**src/rtl/psd_pkg.sv**
```systemverilog
// Shared types, codes and constants of the PDF string token decoder.
package psd_pkg;

  // Decoder mode
  typedef enum logic [1:0] {
    MODE_IDLE = 2'd0,
    MODE_LIT  = 2'd1,
    MODE_HEX  = 2'd2
  } mode_t;

  // Result kind
  typedef enum logic [1:0] {
    KIND_BYTE = 2'd0,
    KIND_END  = 2'd1,
    KIND_REJ  = 2'd2
  } kind_t;

  // Input item
  typedef struct packed {
    logic       action;
    logic [7:0] in_byte;
  } in_item_t;

  // Result item
  typedef struct packed {
    kind_t      kind;
    logic [7:0] out_byte;
    logic       last;
  } res_t;

  // Queue entry: the one or two results caused by one input item
  typedef struct packed {
    logic two;
    res_t r0;
    res_t r1;
  } qentry_t;

  // Defaults
  localparam int MAX_NEST_DEF = 255;
  localparam int QDEPTH       = 4;

  // Action codes
  localparam logic ACT_DATA  = 1'b0;
  localparam logic ACT_FLUSH = 1'b1;

  // Delimiters and escape characters
  localparam logic [7:0] CH_LPAREN = 8'h28;
  localparam logic [7:0] CH_RPAREN = 8'h29;
  localparam logic [7:0] CH_LT     = 8'h3C;
  localparam logic [7:0] CH_GT     = 8'h3E;
  localparam logic [7:0] CH_BSLASH = 8'h5C;
  localparam logic [7:0] CH_0      = 8'h30;
  localparam logic [7:0] CH_7      = 8'h37;
  localparam logic [7:0] CH_9      = 8'h39;
  localparam logic [7:0] CH_UA     = 8'h41;
  localparam logic [7:0] CH_UF     = 8'h46;
  localparam logic [7:0] CH_LA     = 8'h61;
  localparam logic [7:0] CH_LF     = 8'h66;
  localparam logic [7:0] CH_N      = 8'h6E;
  localparam logic [7:0] CH_R      = 8'h72;
  localparam logic [7:0] CH_T      = 8'h74;
  localparam logic [7:0] CH_B      = 8'h62;
  localparam logic [7:0] CH_F      = 8'h66;

  // Control bytes produced by the named escapes
  localparam logic [7:0] BY_LF  = 8'h0A;
  localparam logic [7:0] BY_CR  = 8'h0D;
  localparam logic [7:0] BY_TAB = 8'h09;
  localparam logic [7:0] BY_BS  = 8'h08;
  localparam logic [7:0] BY_FF  = 8'h0C;

  // Build one result
  function automatic res_t mk_res(kind_t k, logic [7:0] b);
    res_t r;
    r.kind     = k;
    r.out_byte = b;
    r.last     = 1'b0;
    return r;
  endfunction

endpackage

```
**src/rtl/psd_queue.sv**
```systemverilog
// Result queue between the decode front end and the output back end.
module psd_queue import psd_pkg::*; #(
  parameter int DEPTH = QDEPTH
) (
  input  logic    clk,
  input  logic    rst,
  input  logic    push,
  input  qentry_t push_data,
  output logic    full,
  input  logic    pop,
  output logic    head_valid,
  output qentry_t head
);

  localparam int PW = (DEPTH > 1) ? $clog2(DEPTH) : 1;
  localparam int CW = $clog2(DEPTH + 1);
  localparam logic [PW-1:0] LAST_P = PW'(DEPTH - 1);
  localparam logic [CW-1:0] FULL_C = CW'(DEPTH);

  qentry_t       mem [DEPTH];
  logic [PW-1:0] wptr, rptr;
  logic [CW-1:0] count;

  assign full       = (count == FULL_C);
  assign head_valid = (count != '0);
  assign head       = mem[rptr];

  // Store an entry
  always_ff @(posedge clk) begin
    if (push) mem[wptr] <= push_data;
  end

  // Advance pointers and count
  always_ff @(posedge clk) begin
    if (rst) begin
      wptr  <= '0;
      rptr  <= '0;
      count <= '0;
    end else begin
      if (push) wptr <= (wptr == LAST_P) ? '0 : wptr + PW'(1);
      if (pop)  rptr <= (rptr == LAST_P) ? '0 : rptr + PW'(1);
      if (push && !pop)      count <= count + CW'(1);
      else if (pop && !push) count <= count - CW'(1);
    end
  end

`ifndef SYNTH
  a_count_bound: assert property (@(posedge clk) disable iff (rst)
    count <= FULL_C)
    else $error("queue count beyond depth");
  a_no_pop_empty: assert property (@(posedge clk) disable iff (rst)
    pop |-> head_valid)
    else $error("pop from empty queue");
  a_no_push_full: assert property (@(posedge clk) disable iff (rst)
    (push && !pop) |-> !full)
    else $error("push into full queue");
`endif

endmodule

```
**config.mk**
```make
export PLATFORM = sky130hd
export DESIGN_NAME = psd_queue
export DESIGN_NICKNAME = d
export VERILOG_FILES = /design/src/rtl/psd_pkg.sv /design/src/rtl/psd_queue.sv
export SDC_FILE = /design/constraint.sdc
export NUM_CORES = 1
export LEC_CHECK = 0
export BUFFER_PORTS_ARGS = -buffer_cell sky130_fd_sc_hd__buf_2
export CAP_MARGIN = 25
export CORE_UTILIZATION = 44
export DETAILED_ROUTE_END_ITERATION = 10
export PLACE_DENSITY_LB_ADDON = 0.12
export SYNTH_ARGS = -nofsm -noshare
export SYNTH_HDL_FRONTEND = slang
export SYNTH_SLANG_ARGS = --single-unit
```
**constraint.sdc**
```tcl
create_clock -name clk -period 2.8 [get_ports clk]
set_input_delay 0.28 -clock clk [delete_from_list [all_inputs] [get_ports clk]]
set_output_delay 0.28 -clock clk [all_outputs]
set_load 0.05 [all_outputs]
```
==> run_results.csv <==
group,metric,value,unit
die,initial_core_util,45.7,%
drt,antenna_violating_nets_post_route,0,
worst_setup_path,critical_path.reg2reg.startpoint,"wptr[0]",
cells_and_area,most_frequent_standard_cell_in_the_layout_excluding_fill_and_tap_cells,"sky130_fd_sc_hd__edfxtp_1",
clock_tree,ctsLongestPathBuffers,2,
worst_setup_path,crit_type,"flip-flop to output port",
global_routing,grt_start_max_net_pins,24,
clock_tree,tritoncts.num_buffers,9,
cells_and_area,num-fill-cells,656,
drt,dr_total_vias,1733,
synthesis,netlist-cell-type-count,18,
placed_design,dp.final_hpwl,4210,microns
die,coreArea,8300,sq um
timing,worst_clk_skew,0.00574,ns
drt,detail_route.wl_per_cell,18.5,microns
clock_tree,cts.sink_count,101,
min_path,hold_path.class,"input pin to flip-flop",
synthesis,largest_family_of_logic_cells_by_synthesized_area,"multiplexers",
clock_tree,tritoncts,"built",
worst_setup_path,worst-path-max-fanout,14,
pwr,power.density_cell_area,696,nW/um^2
worst_setup_path,crit_reg_reg_endpoint,"mem[3][7]",
worst_setup_path,crit_path_leading_delay_family,"flip-flops",
timing,relSlewSlack,57.7,%
timing,finalCritPeriodShare,77.5,%
timing,post-route-worst-setup-slack,0.631,ns
synthesis,area_fraction_in_compound_gates_after_synthesis,0.396,%
die,floorplan.rows,33,
timing,grt_setup_unrepaired,"no",
cells_and_area,finalNonFillerCells,337,
worst_setup_path,cp.arrival,1.89,ns
cells_and_area,final_cell_area,4410,sq um
clock_tree,holdBufCountCts,0,
synthesis,synth-xor-area-share,0.462,%
synthesis,netlist.top_cell.by_area,"sky130_fd_sc_hd__edfxtp_1",
global_routing,globalRouteOverflowTotal,0,
min_path,min_delay_path_depth,1,
clock_tree,cts.repair.resized,0,
synthesis,synthAdderAreaFrac,2.51,%
timing,report.final.setup_viol,0,
timing,slew_viol_final,0,
clock_tree,clock_latency_of_the_later_clocked_register_in_the_worst_skew_pair,0.35,ns
synthesis,dominantRegCellSynth,"sky130_fd_sc_hd__edfxtp_1",
synthesis,ys_ff_latch,101,
worst_setup_path,worstPathCellList,"buf_12 -> mux4_2 -> buf_2",
min_path,hold-path-endpoint,"mem[0][9]",
timing,hold_viol,0,
pwr,power.share.combinational,15.1,%
synthesis,synth.net_count,198,
die,die_w,94.9,microns
placed_design,buffer_ports.inserted,51,
pwr,sw_frac_of_total,25.9,%
global_routing,all_layer_gr_usage,15.7,%
synthesis,number_of_warning_messages_in_the_yosys_log,0,
clock_tree,cts_root_buffer,"sky130_fd_sc_hd__clkbuf_8",
drt,route.detailed.vias_per_inst,5.14,
drt,drt_wl_total,6250,microns
drt,drt_drc_violations_left,0,
outcome,outcome,"completed",
pwr,clkPwrFrac,27.8,%
drt,drt_iter0_markers,32,
worst_setup_path,cpPeakStageDelay,0.56,ns
worst_setup_path,crit_buf_inv,2,
cells_and_area,final_net_count,261,
cells_and_area,post-route-util,53.1,%
pwr,power.switching,0.796,mW
placed_design,place.detailed.instances,321,
worst_setup_path,endpoint_kind,"output port",
timing,worst_pin_slew,0.635,ns
worst_setup_path,worstRegToRegCells,3,
placed_design,placement.cell_area,4230,sq um
worst_setup_path,ff2ff_setup_slack,1.12,ns
die,die_area,9000,sq um
placed_design,gp_routability_congestion,0.643,
clock_tree,htreeDepth,3,
synthesis,netlist_area,3790,sq um
global_routing,number_of_global_route_vias_before_repair,1938,
die,design.portCount,52,
global_routing,global_route_wire_length_before_repair,9930,microns
cells_and_area,most-common-layout-cells,"92 x sky130_fd_sc_hd__edfxtp_1, 51 x sky130_fd_sc_hd__buf_2, 20 x sky130_fd_sc_hd__mux4_2",
synthesis,ys_top_cells_by_area,"sky130_fd_sc_hd__edfxtp_1 73%, sky130_fd_sc_hd__mux4_2 12%, sky130_fd_sc_hd__dfxtp_1 4.7%",
worst_setup_path,critical-path-slowest-cell,"sky130_fd_sc_hd__dfxtp_2",
cells_and_area,layout-drive-gt1-share,38.8,%
synthesis,async_reset_ff_share,0,%
cells_and_area,num_antenna_cells,0,
synthesis,syn_avg_cell_area,23.1,sq um
timing,final.hold.worst_slack,0.134,ns
synthesis,post_synth_mux_area_share,15.0,%
pwr,cellInternalPower,2.28,mW
clock_tree,cts_setup_buffers,0,
synthesis,yosys.area_share.simple,2.08,%
pwr,sequential_fraction_of_design_power,57.0,%
synthesis,synth-edff-count,92,
worst_setup_path,cp.required,2.52,ns
timing,fmax,0.461,GHz
worst_setup_path,worstSetupStartpointType,"flip-flop",
timing,post-route-min-period,2.17,ns
min_path,timing.hold.worst.start,"push_data[9]",
timing,setup_total_negative_slack,0,ns
synthesis,syn-instance-count,164,
clock_tree,clk_pin_slew,0.09,ns
pwr,ir_drop,383,uV
pwr,p_total,3.07,mW
global_routing,antenna_found_initial,0,
drt,drtPass1Iterations,4,
flow_run,max_cap_viol_count,0,
placed_design,dp_slack,0.963,ns
die,floorplan.die.height,94.9,microns
pwr,static-leakage-power,1.53,nW
synthesis,synthDominantCellAreaShare,72.8,%
cells_and_area,area.growth.synth_to_final,16.2,%
synthesis,synth_sequential_area_ratio,77.5,%
synth_stat cells, types with 2 or more instances:
| cell | number |
|---|---|
| sky130_fd_sc_hd__a21oi_1 | 2 |
| sky130_fd_sc_hd__mux4_1 | 3 |
| sky130_fd_sc_hd__nor2_1 | 7 |
| sky130_fd_sc_hd__xor2_1 | 2 |
| sky130_fd_sc_hd__or3_1 | 2 |
| sky130_fd_sc_hd__nor3b_1 | 2 |
| sky130_fd_sc_hd__mux4_2 | 20 |
| sky130_fd_sc_hd__buf_12 | 2 |
| sky130_fd_sc_hd__buf_2 | 2 |
| sky130_fd_sc_hd__ha_1 | 6 |
| sky130_fd_sc_hd__mux2i_1 | 4 |
| sky130_fd_sc_hd__and2_1 | 4 |
| sky130_fd_sc_hd__inv_1 | 4 |
| sky130_fd_sc_hd__dfxtp_1 | 9 |
| sky130_fd_sc_hd__edfxtp_1 | 92 |
sequential cells by signal (all words and copies together), names as in the netlist, named ones only:
name / flops
wptr: 2
rptr: 2
count: 3
mem: 92
metal layers:
layer	track usage, %	up-vias	routed length (microns)
li1	-	796	-
met1	19.4	891	2700
met3	4.11	7	261
met2	26.3	39	3200
met4	6.44	0	88
met5	0	-	0
worst max-delay path by stage:
stage,start,slack (ns),to,cells past startpoint
2_1_floorplan,count[1],1.02,full,1
3_3_place_gp,flip-flop,0.98,head[1],3
3_5_place_dp,flip-flop,0.96,head[1],3
4_1_cts,flip-flop,0.57,head[1],3
5_1_grt,flip-flop,0.51,head[1],3
6_report,flip-flop,0.63,head[1],3
power by group through the flow:
stage	clock, mW	combinational, mW	sequential (mW)
after detailed placement	0	0.472	1.79
after global placement	0	0.458	1.78
after CTS	0.877	0.472	1.75
after global routing	0.931	0.493	1.76
after floorplan	0	0.353	1.77
final	0.855	0.464	1.75
cell type report:
class,instances,area (sq um),share of cell area [%]
clock inverters,6,53.8,1.22
repair buffers,57,363,8.23
flip-flops and latches,101,2940,66.8
clock buffers,10,128,2.89
multi-input cells,54,776,17.6
inverters,4,15.0,0.340
well taps,105,131,2.98
cells by family (layout without fill, tap and decap cells):
group / count (synthesis) / in the layout
buf+inv: 9 / 77
flops: 101 / 101
compound gates: 3 / 3
fa+ha+maj: 7 / 7
simple gates: 15 / 15
xor+xnor: 2 / 2
mux: 27 / 27
No activity file was read; power rests on OpenSTA's default activity.
