File: src/rtl/psd_pkg.sv
// Shared types, codes and constants of the PDF string token decoder.
package psd_pkg;

  // Decoder mode
  typedef enum logic [1:0] {
    MODE_IDLE = 2'd0,
    MODE_LIT  = 2'd1,
    MODE_HEX  = 2'd2
  } mode_t;

  // Result kind
  typedef enum logic [1:0] {
    KIND_BYTE = 2'd0,
    KIND_END  = 2'd1,
    KIND_REJ  = 2'd2
  } kind_t;

  // Input item
  typedef struct packed {
    logic       action;
    logic [7:0] in_byte;
  } in_item_t;

  // Result item
  typedef struct packed {
    kind_t      kind;
    logic [7:0] out_byte;
    logic       last;
  } res_t;

  // Queue entry: the one or two results caused by one input item
  typedef struct packed {
    logic two;
    res_t r0;
    res_t r1;
  } qentry_t;

  // Defaults
  localparam int MAX_NEST_DEF = 255;
  localparam int QDEPTH       = 4;

  // Action codes
  localparam logic ACT_DATA  = 1'b0;
  localparam logic ACT_FLUSH = 1'b1;

  // Delimiters and escape characters
  localparam logic [7:0] CH_LPAREN = 8'h28;
  localparam logic [7:0] CH_RPAREN = 8'h29;
  localparam logic [7:0] CH_LT     = 8'h3C;
  localparam logic [7:0] CH_GT     = 8'h3E;
  localparam logic [7:0] CH_BSLASH = 8'h5C;
  localparam logic [7:0] CH_0      = 8'h30;
  localparam logic [7:0] CH_7      = 8'h37;
  localparam logic [7:0] CH_9      = 8'h39;
  localparam logic [7:0] CH_UA     = 8'h41;
  localparam logic [7:0] CH_UF     = 8'h46;
  localparam logic [7:0] CH_LA     = 8'h61;
  localparam logic [7:0] CH_LF     = 8'h66;
  localparam logic [7:0] CH_N      = 8'h6E;
  localparam logic [7:0] CH_R      = 8'h72;
  localparam logic [7:0] CH_T      = 8'h74;
  localparam logic [7:0] CH_B      = 8'h62;
  localparam logic [7:0] CH_F      = 8'h66;

  // Control bytes produced by the named escapes
  localparam logic [7:0] BY_LF  = 8'h0A;
  localparam logic [7:0] BY_CR  = 8'h0D;
  localparam logic [7:0] BY_TAB = 8'h09;
  localparam logic [7:0] BY_BS  = 8'h08;
  localparam logic [7:0] BY_FF  = 8'h0C;

  // Build one result
  function automatic res_t mk_res(kind_t k, logic [7:0] b);
    res_t r;
    r.kind     = k;
    r.out_byte = b;
    r.last     = 1'b0;
    return r;
  endfunction

endpackage

File: src/rtl/psd_stream_if.sv
// Valid/ready stream channel carrying one payload item per transaction.
interface psd_stream_if #(parameter type T = logic) ();
  logic valid;
  logic ready;
  T     data;

  modport source (output valid, output data, input ready);
  modport sink   (input valid, input data, output ready);
endinterface

File: src/rtl/psd_back.sv
// Back end: splits queued entries into single results behind an output register.
module psd_back import psd_pkg::*; (
  input  logic          clk,
  input  logic          rst,
  input  logic          head_valid,
  input  qentry_t       head,
  output logic          pop,
  psd_stream_if.source  out_res
);

  logic out_valid;
  res_t out_data;
  logic phase;
  logic load;

  assign out_res.valid = out_valid;
  assign out_res.data  = out_data;

  // Load when the output register is empty or being taken
  assign load = (!out_valid || out_res.ready) && head_valid;
  assign pop  = load && (phase || !head.two);

  // Output register payload
  always_ff @(posedge clk) begin
    if (load) out_data <= phase ? head.r1 : head.r0;
  end

  // Output valid and second-result phase
  always_ff @(posedge clk) begin
    if (rst) begin
      out_valid <= 1'b0;
      phase     <= 1'b0;
    end else begin
      if (load) begin
        out_valid <= 1'b1;
        phase     <= !phase && head.two;
      end else if (out_res.ready) begin
        out_valid <= 1'b0;
      end
    end
  end

endmodule

File: src/flat_wrapper.sv
// flat-port wrapper written by rule: the top's interface ports become plain ports
module psd_back_flat import psd_pkg::*;
  (clk, rst, head_valid, head, pop, out_res_valid, out_res_data, out_res_ready);
  psd_stream_if out_res_i ();
  input  logic clk;
  input  logic rst;
  input  logic head_valid;
  input  qentry_t head;
  output logic pop;
  output wire logic [$bits(out_res_i.valid)-1:0] out_res_valid;
  output wire logic [$bits(out_res_i.data)-1:0] out_res_data;
  input wire logic [$bits(out_res_i.ready)-1:0] out_res_ready;
  assign out_res_valid = out_res_i.valid;
  assign out_res_data = out_res_i.data;
  assign out_res_i.ready = out_res_ready;
  psd_back u_core (.clk(clk), .rst(rst), .head_valid(head_valid), .head(head), .pop(pop), .out_res(out_res_i));
endmodule
File: config.mk
export PLATFORM = sky130hd
export DESIGN_NAME = psd_back_flat
export DESIGN_NICKNAME = d
export VERILOG_FILES = /design/src/rtl/psd_pkg.sv /design/src/rtl/psd_stream_if.sv /design/src/rtl/psd_back.sv /design/src/flat_wrapper.sv
export SDC_FILE = /design/constraint.sdc
export NUM_CORES = 1
export LEC_CHECK = 0
export ABC_AREA = 1
export BUFFER_PORTS_ARGS = -buffer_cell sky130_fd_sc_hd__clkbuf_2
export CORE_AREA = 3 3 40 42
export CTS_CLUSTER_DIAMETER = 60
export DETAILED_ROUTE_END_ITERATION = 8
export DIE_AREA = 0 0 43 45
export SLEW_MARGIN = 0
export SYNTH_ARGS = -nofsm -noshare
export SYNTH_HDL_FRONTEND = slang
export SYNTH_SLANG_ARGS = --single-unit
export TNS_END_PERCENT = 20
File: constraint.sdc
create_clock -name clk -period 2 [get_ports clk]
set_input_delay 0.3 -clock clk [delete_from_list [all_inputs] [get_ports clk]]
set_output_delay 0.3 -clock clk [all_outputs]
set_load 0.02 [all_outputs]
==> impl_metrics.yaml, run 1 <==
floorplanning:
  ios: 30
  die_x_microns: 43
  rows: 13
  start_util_pct: 11.6
  die_area_sq_um: 1940
  die_h_microns: 45
  core_area_sq_um: 1280
worst_setup_path:
  path_cells: "inv_2, nand2_2, nand3_2, inv_1, clkbuf_2"
  critPathMaxFanout: 3
  crit_arrival_ps: 1000
  crit_type: "reg2out"
  critical-path-top-delay-family: "flip-flops"
  crit_buf_inv: 3
  slowest_stage: "dfxtp_1"
  critical_path.max_stage_delay_ps: 360
  cp_data_required_time_ps: 1700
  crit_path_start_kind: "register"
  cp-end-kind: "output pin"
flow_run:
  cap_violations: 0
clock_network:
  path_clk_slew_ps: 40
  ctsResizeCount: 0
  cts_setup_buffers: 0
  cts_max_path_buffers: 2
  htreeDepth: 1
  cts_sinks: 3
  cts_made_buffers: 3
  cts_hold_buf: 0
  insertion_delay_ps: 230
  clockRootBuffer: "clkbuf_4"
  tritoncts: "yes"
timing:
  tightest_slew_ps: 147
  period_share_pct: 65.0
  fin_tns_setup_ps: 0
  rsz0062_at_grt: "false"
  layout_min_cycle_time_ps: 1300
  slew_headroom_pct: 90.2
  report.final.setup_viol: 0
  finalHoldViolCount: 0
  skew_ps: 1.59
  holdWs_ps: 243
  fmax_ghz: 0.769
  fin_ws_ps: 699
  finalMaxSlewViolations: 0
pwr:
  ir_worst_vdd_mv: 0.187
  p_per_area_nw_per_um2: 873
  leakage_uw: 0.000135
  power_uw: 209
yosys:
  avgSynthCellArea_sq_um: 7.84
  yosysWarnings: 0
  ys_seq_area_share_pct: 47.1
  ys_seq_elements: 3
  synth.largest_area_cell: "dfxtp_1"
  synth_area_sq_um: 149
  yosysTopAreaCellShare_pct: 26.9
  synthesis.nets: 46
  postSynthCellCount: 19
  synth_cell_types: 9
  synthTopCellsByArea: "dfxtp_1, edfxtp_1, nand2_2"
route:
  wirelength_microns: 309
  antenna_left: 0
  vias: 160
  viasPerCell: 3.40
  drt_iter0_drc: 1
  drc_errors: 0
  wire_per_inst_microns: 6.57
  dr.pass1.iters: 2
cells_and_area:
  layout_commonest_cell: "clkbuf_2"
  diodes: 0
  final_util_pct: 18.6
  mostFrequentLayoutCells: "clkbuf_2, inv_1, nand2_1"
  fin_nets: 60
  area_growth_pct: 60.5
  drive_above_1_share_pct: 56.3
place:
  dp_slack_ps: 904
  portBuffers: 9
  dpl.hpwl_microns: 278
  gp_congestion: 0.637
grt:
  overflow: 0
  grtUsageTotal_pct: 4.00
  grt_pass1_wl_microns: 469
  grt_max_degree: 5
  grt_pass1_vias: 157
  antenna_found_initial: 0
outcome:
  status: "complete, no violations"
worst_hold_path:
  hold_class: "in2reg"
-- registers in the layout (all words and copies together) (netlist names) --
name                  count
u_core.phase              1
u_core.out_res.data       1
u_core.out_res.valid      1
-- synthesized netlist by cell type --
library cell,number
a21oi_1,2
nand2_2,3
nand2_1,4
inv_2,1
inv_1,4
nand3_2,1
dfxtp_1,2
edfxtp_1,1
nor2_2,1
-- routing by layer --
| layer | up-vias | share of wire, % | global-route usage [%] |
|---|---|---|---|
| li1 | 83 | - | - |
| met4 | 0 | 4.2 | 5.42 |
| met3 | 2 | 14 | 3.98 |
| met5 | - | 0 | 0 |
| met2 | 6 | 56 | 6.89 |
| met1 | 69 | 25 | 1.45 |
-- cell families (layout without fill, tap and decap cells) --
kind of cell           Yosys count  count (layout)  share of synthesized area, %
AOI/OAI and AO/OA                2               2                          6.72
and+or+nand+nor                  9               9                          33.6
buffers and inverters            5              18                          12.6
DFF                              3               3                          47.1
-- through the flow --
| stage | instance area [sq um] | instances |
|---|---|---|
| after floorplan | 149 | 19 |
| after global placement | 213 | 43 |
| after detailed placement | 213 | 43 |
| after CTS | 239 | 47 |
| after global routing | 239 | 47 |
| final | 239 | 47 |
-- final cells by class --
cell class	count	area [sq um]
well taps	15	18.8
fillers	160	1050
repair buffers	9	45.0
multi-input cells	11	60.1
clock buffers	4	26.3
flip-flops and latches	3	70.1
inverters	5	18.8
-- report_power, final --
group | total (uW) | switching, uW | internal [uW]
Sequential | 71.6 | 2.79 | 68.8
Clock | 105 | 30.1 | 74.7
Combinational | 32.2 | 18.9 | 13.4
Total | 209 | 51.8 | 157
-- worst register-to-register path, delay by kind of cell (launching register included) --
kind	cells	cell delay (ps)
DFF	1	310
buffers and inverters	1	60
and+or+nand+nor	2	170
-- path summary, 6_finish.rpt --
path                                           from                                end  slack, ps  depth (start not counted)
setup reg to reg  u_core.out_res.valid$_SDFFE_PP0P_      u_core.out_res.data$_DFFE_PP_       1180                          3
setup / recovery          u_core.phase$_SDFFE_PP0P_                                pop        700                          5
hold / removal                                  rst  u_core.out_res.valid$_SDFFE_PP0P_        240                          2
hold reg to reg   u_core.out_res.valid$_SDFFE_PP0P_  u_core.out_res.valid$_SDFFE_PP0P_        520                          2
No activity file was read; power rests on OpenSTA's default activity.
==> run 2, diff against run 1 <==
ABC_AREA = 0   (was 1)
clock period = 1.1 ns   (was 2 ns; I/O delays follow)
==> run 2 against run 1 <==
Effect of this change:
- the flow now finishes with violations (setup timing)
- core utilization up 3.5 points
- global-route usage up 1.3 points
- cell area up 19%
- total power up 87%
- worst setup slack worse by 770 ps
- wire length up 21%
- critical path depth down 1
- critical endpoint unchanged
- largest power group unchanged
==> impl_metrics.yaml, run 2 <==
yosys:
  synth_compound_area_share_pct: 8.59
  yosysMostFrequentCell: "dfxtp_1"
  synth-adder-area-share_pct: 0
  yosys_most_used_dff: "dfxtp_1"
  synth_top_family_by_area: "simple AND/OR/NAND/NOR gates"
  muxShareOfSynthArea_pct: 7.03
  synthTopCellsByArea: "dfxtp_1, edfxtp_1, nand2b_4"
  synth-xor-area-share_pct: 0
  avgSynthCellArea_sq_um: 12.3
  postSynthCellCount: 13
  synth_area_sq_um: 160
  ys_seq_area_share_pct: 43.7
  synth_simple_gate_area_share_pct: 38.3
  synth.largest_area_cell: "dfxtp_1"
  ys_seq_elements: 3
  synthArstFlopShare_pct: 0
  synthesis.nets: 40
  synth_cell_types: 12
  yosysWarnings: 0
  yosysTopAreaCellShare_pct: 25.0
  synth_edf_count: 1
grt:
  grt_pass1_wl_microns: 676
  grt_pass1_vias: 172
  grt_max_degree: 4
  antenna_found_initial: 0
  grtUsageTotal_pct: 5.33
  overflow: 0
timing:
  finalMaxSlewViolations: 0
  skew_ps: 0.574
  tightest_slew_ps: 165
  finalHoldViolCount: 0
  rsz0062_at_grt: "true"
  fmax_ghz: 0.856
  fin_tns_setup_ps: -68.4
  layout_min_cycle_time_ps: 1170
  period_share_pct: 106
  slew_headroom_pct: 88.9
  report.final.setup_viol: 1
  fin_ws_ps: -68.4
pwr:
  p_per_area_nw_per_um2: 1370
  leakage_uw: 0.000136
  ir_worst_vdd_mv: 0.353
cells_and_area:
  drive_above_1_share_pct: 72.4
  fin_nets: 57
  mostFrequentLayoutCells: "clkbuf_2, clkbuf_4, buf_4"
  layout_commonest_cell: "clkbuf_2"
  diodes: 0
  area_growth_pct: 77.3
  final_util_pct: 22.1
worst_setup_path:
  crit_path_start_kind: "register"
  cp_data_required_time_ps: 940
  crit_type: "reg2out"
  critPathMaxFanout: 2
  crit_arrival_ps: 1000
  r2r_slack_ps: 130
  cp-end-kind: "output pin"
clock_network:
  cts_made_buffers: 3
  tritoncts: "yes"
  clockRootBuffer: "clkbuf_4"
  cts_max_path_buffers: 2
  insertion_delay_ps: 230
  htreeDepth: 1
  cts_sinks: 3
  path_clk_slew_ps: 40
floorplanning:
  start_util_pct: 12.5
  die_x_microns: 43
  die_area_sq_um: 1940
  core_area_sq_um: 1280
  die_h_microns: 45
  ios: 30
  rows: 13
route:
  wire_per_inst_microns: 8.50
  antenna_left: 0
  viasPerCell: 3.32
  drc_errors: 0
  dr.pass1.iters: 2
  drt_iter0_drc: 1
  vias: 146
  wirelength_microns: 374
outcome:
  status: "finished with violations"
  failed_checks: "setup timing"
place:
  portBuffers: 9
  gp_congestion: 0.664
worst_hold_path:
  hold_class: "in2reg"
flow_run:
  cap_violations: 0
-- run 2: cell types whose count changed in the layout (fill, tap and decap cells not counted), moves of 3 or more --
| cell | previous run | this run |
|---|---|---|
| nand2_1 | 4 | 0 |
| buf_4 | 0 | 3 |
| inv_1 | 4 | 1 |
| nand2_2 | 3 | 0 |
-- run 2: kinds of logic (layout without fill, tap and decap cells) --
family / count (synthesis) / count (layout)
AND/OR/NAND/NOR: 6 / 6
flip-flops: 3 / 3
AO/OA/AOI/OAI: 2 / 2
multiplexers: 1 / 1
buffers and inverters: 1 / 17
-- run 2: metrics by stage --
| step | cells | hold WS [ps] | setup slack (ps) | power (uW) | instance area, sq um |
|---|---|---|---|---|---|
| after global placement | 37 | 356 | 80.3 | 188 | 224 |
| after global routing | 44 | 123 | -108 | 413 | 284 |
| after CTS | 43 | 104 | -96.4 | 399 | 275 |
| after floorplan | 13 | 234 | 95.8 | 166 | 160 |
| final | 44 | 116 | -68.4 | 390 | 284 |
| after detailed placement | 37 | 359 | 80.6 | 188 | 224 |
-- run 2: final timing paths --
path         depth (start not counted)                              start                                end
min                                  2                                rst  u_core.out_res.valid$_SDFFE_PP0P_
max                                  4  u_core.out_res.valid$_SDFFE_PP0P_                                pop
max reg2reg                          1          u_core.phase$_SDFFE_PP0P_      u_core.out_res.data$_DFFE_PP_
min reg2reg                          2          u_core.phase$_SDFFE_PP0P_          u_core.phase$_SDFFE_PP0P_
-- run 2: repair_timing --
action | 4_1_cts | 5_1_grt
endpoints found under the hold margin | 0 | 0
setup buffers | 2 | 1
endpoints found under the setup margin | 1 | 1
hold buffers | 0 | 0
gates resized for setup | 3 | 1
pin swaps | 1 | 0
-- run 2: area by class of cell --
class                      count  area (sq um)
clock buffer                   4          26.3
multi-input combinational      9          86.3
sequential                     3          71.3
tap                           15          18.8
inverter                       1          3.75
timing repair buffer          12          77.6
fill                         147          1000
-- run 2: critical path, cell delays in order, from the launching register on --
cell	delay, ps
dfxtp_2	340
nand2b_4	50
and2_4	140
nor2b_4	120
buf_8	120
-- run 2: power by group --
group | switching (uW) | total (uW) | internal [uW]
combinational | 30.3 | 71.9 | 41.6
clock | 53.1 | 189 | 136
sequential | 5.36 | 129 | 124
-- run 2: metal layers --
layer  wire (microns)  vias to the layer above  track usage (%)
met5                0                        -                0
met1              195                       60             6.04
met3               46                        0             2.79
met2              132                       10             5.99
met4                0                        0             7.23
li1                 -                       76                -
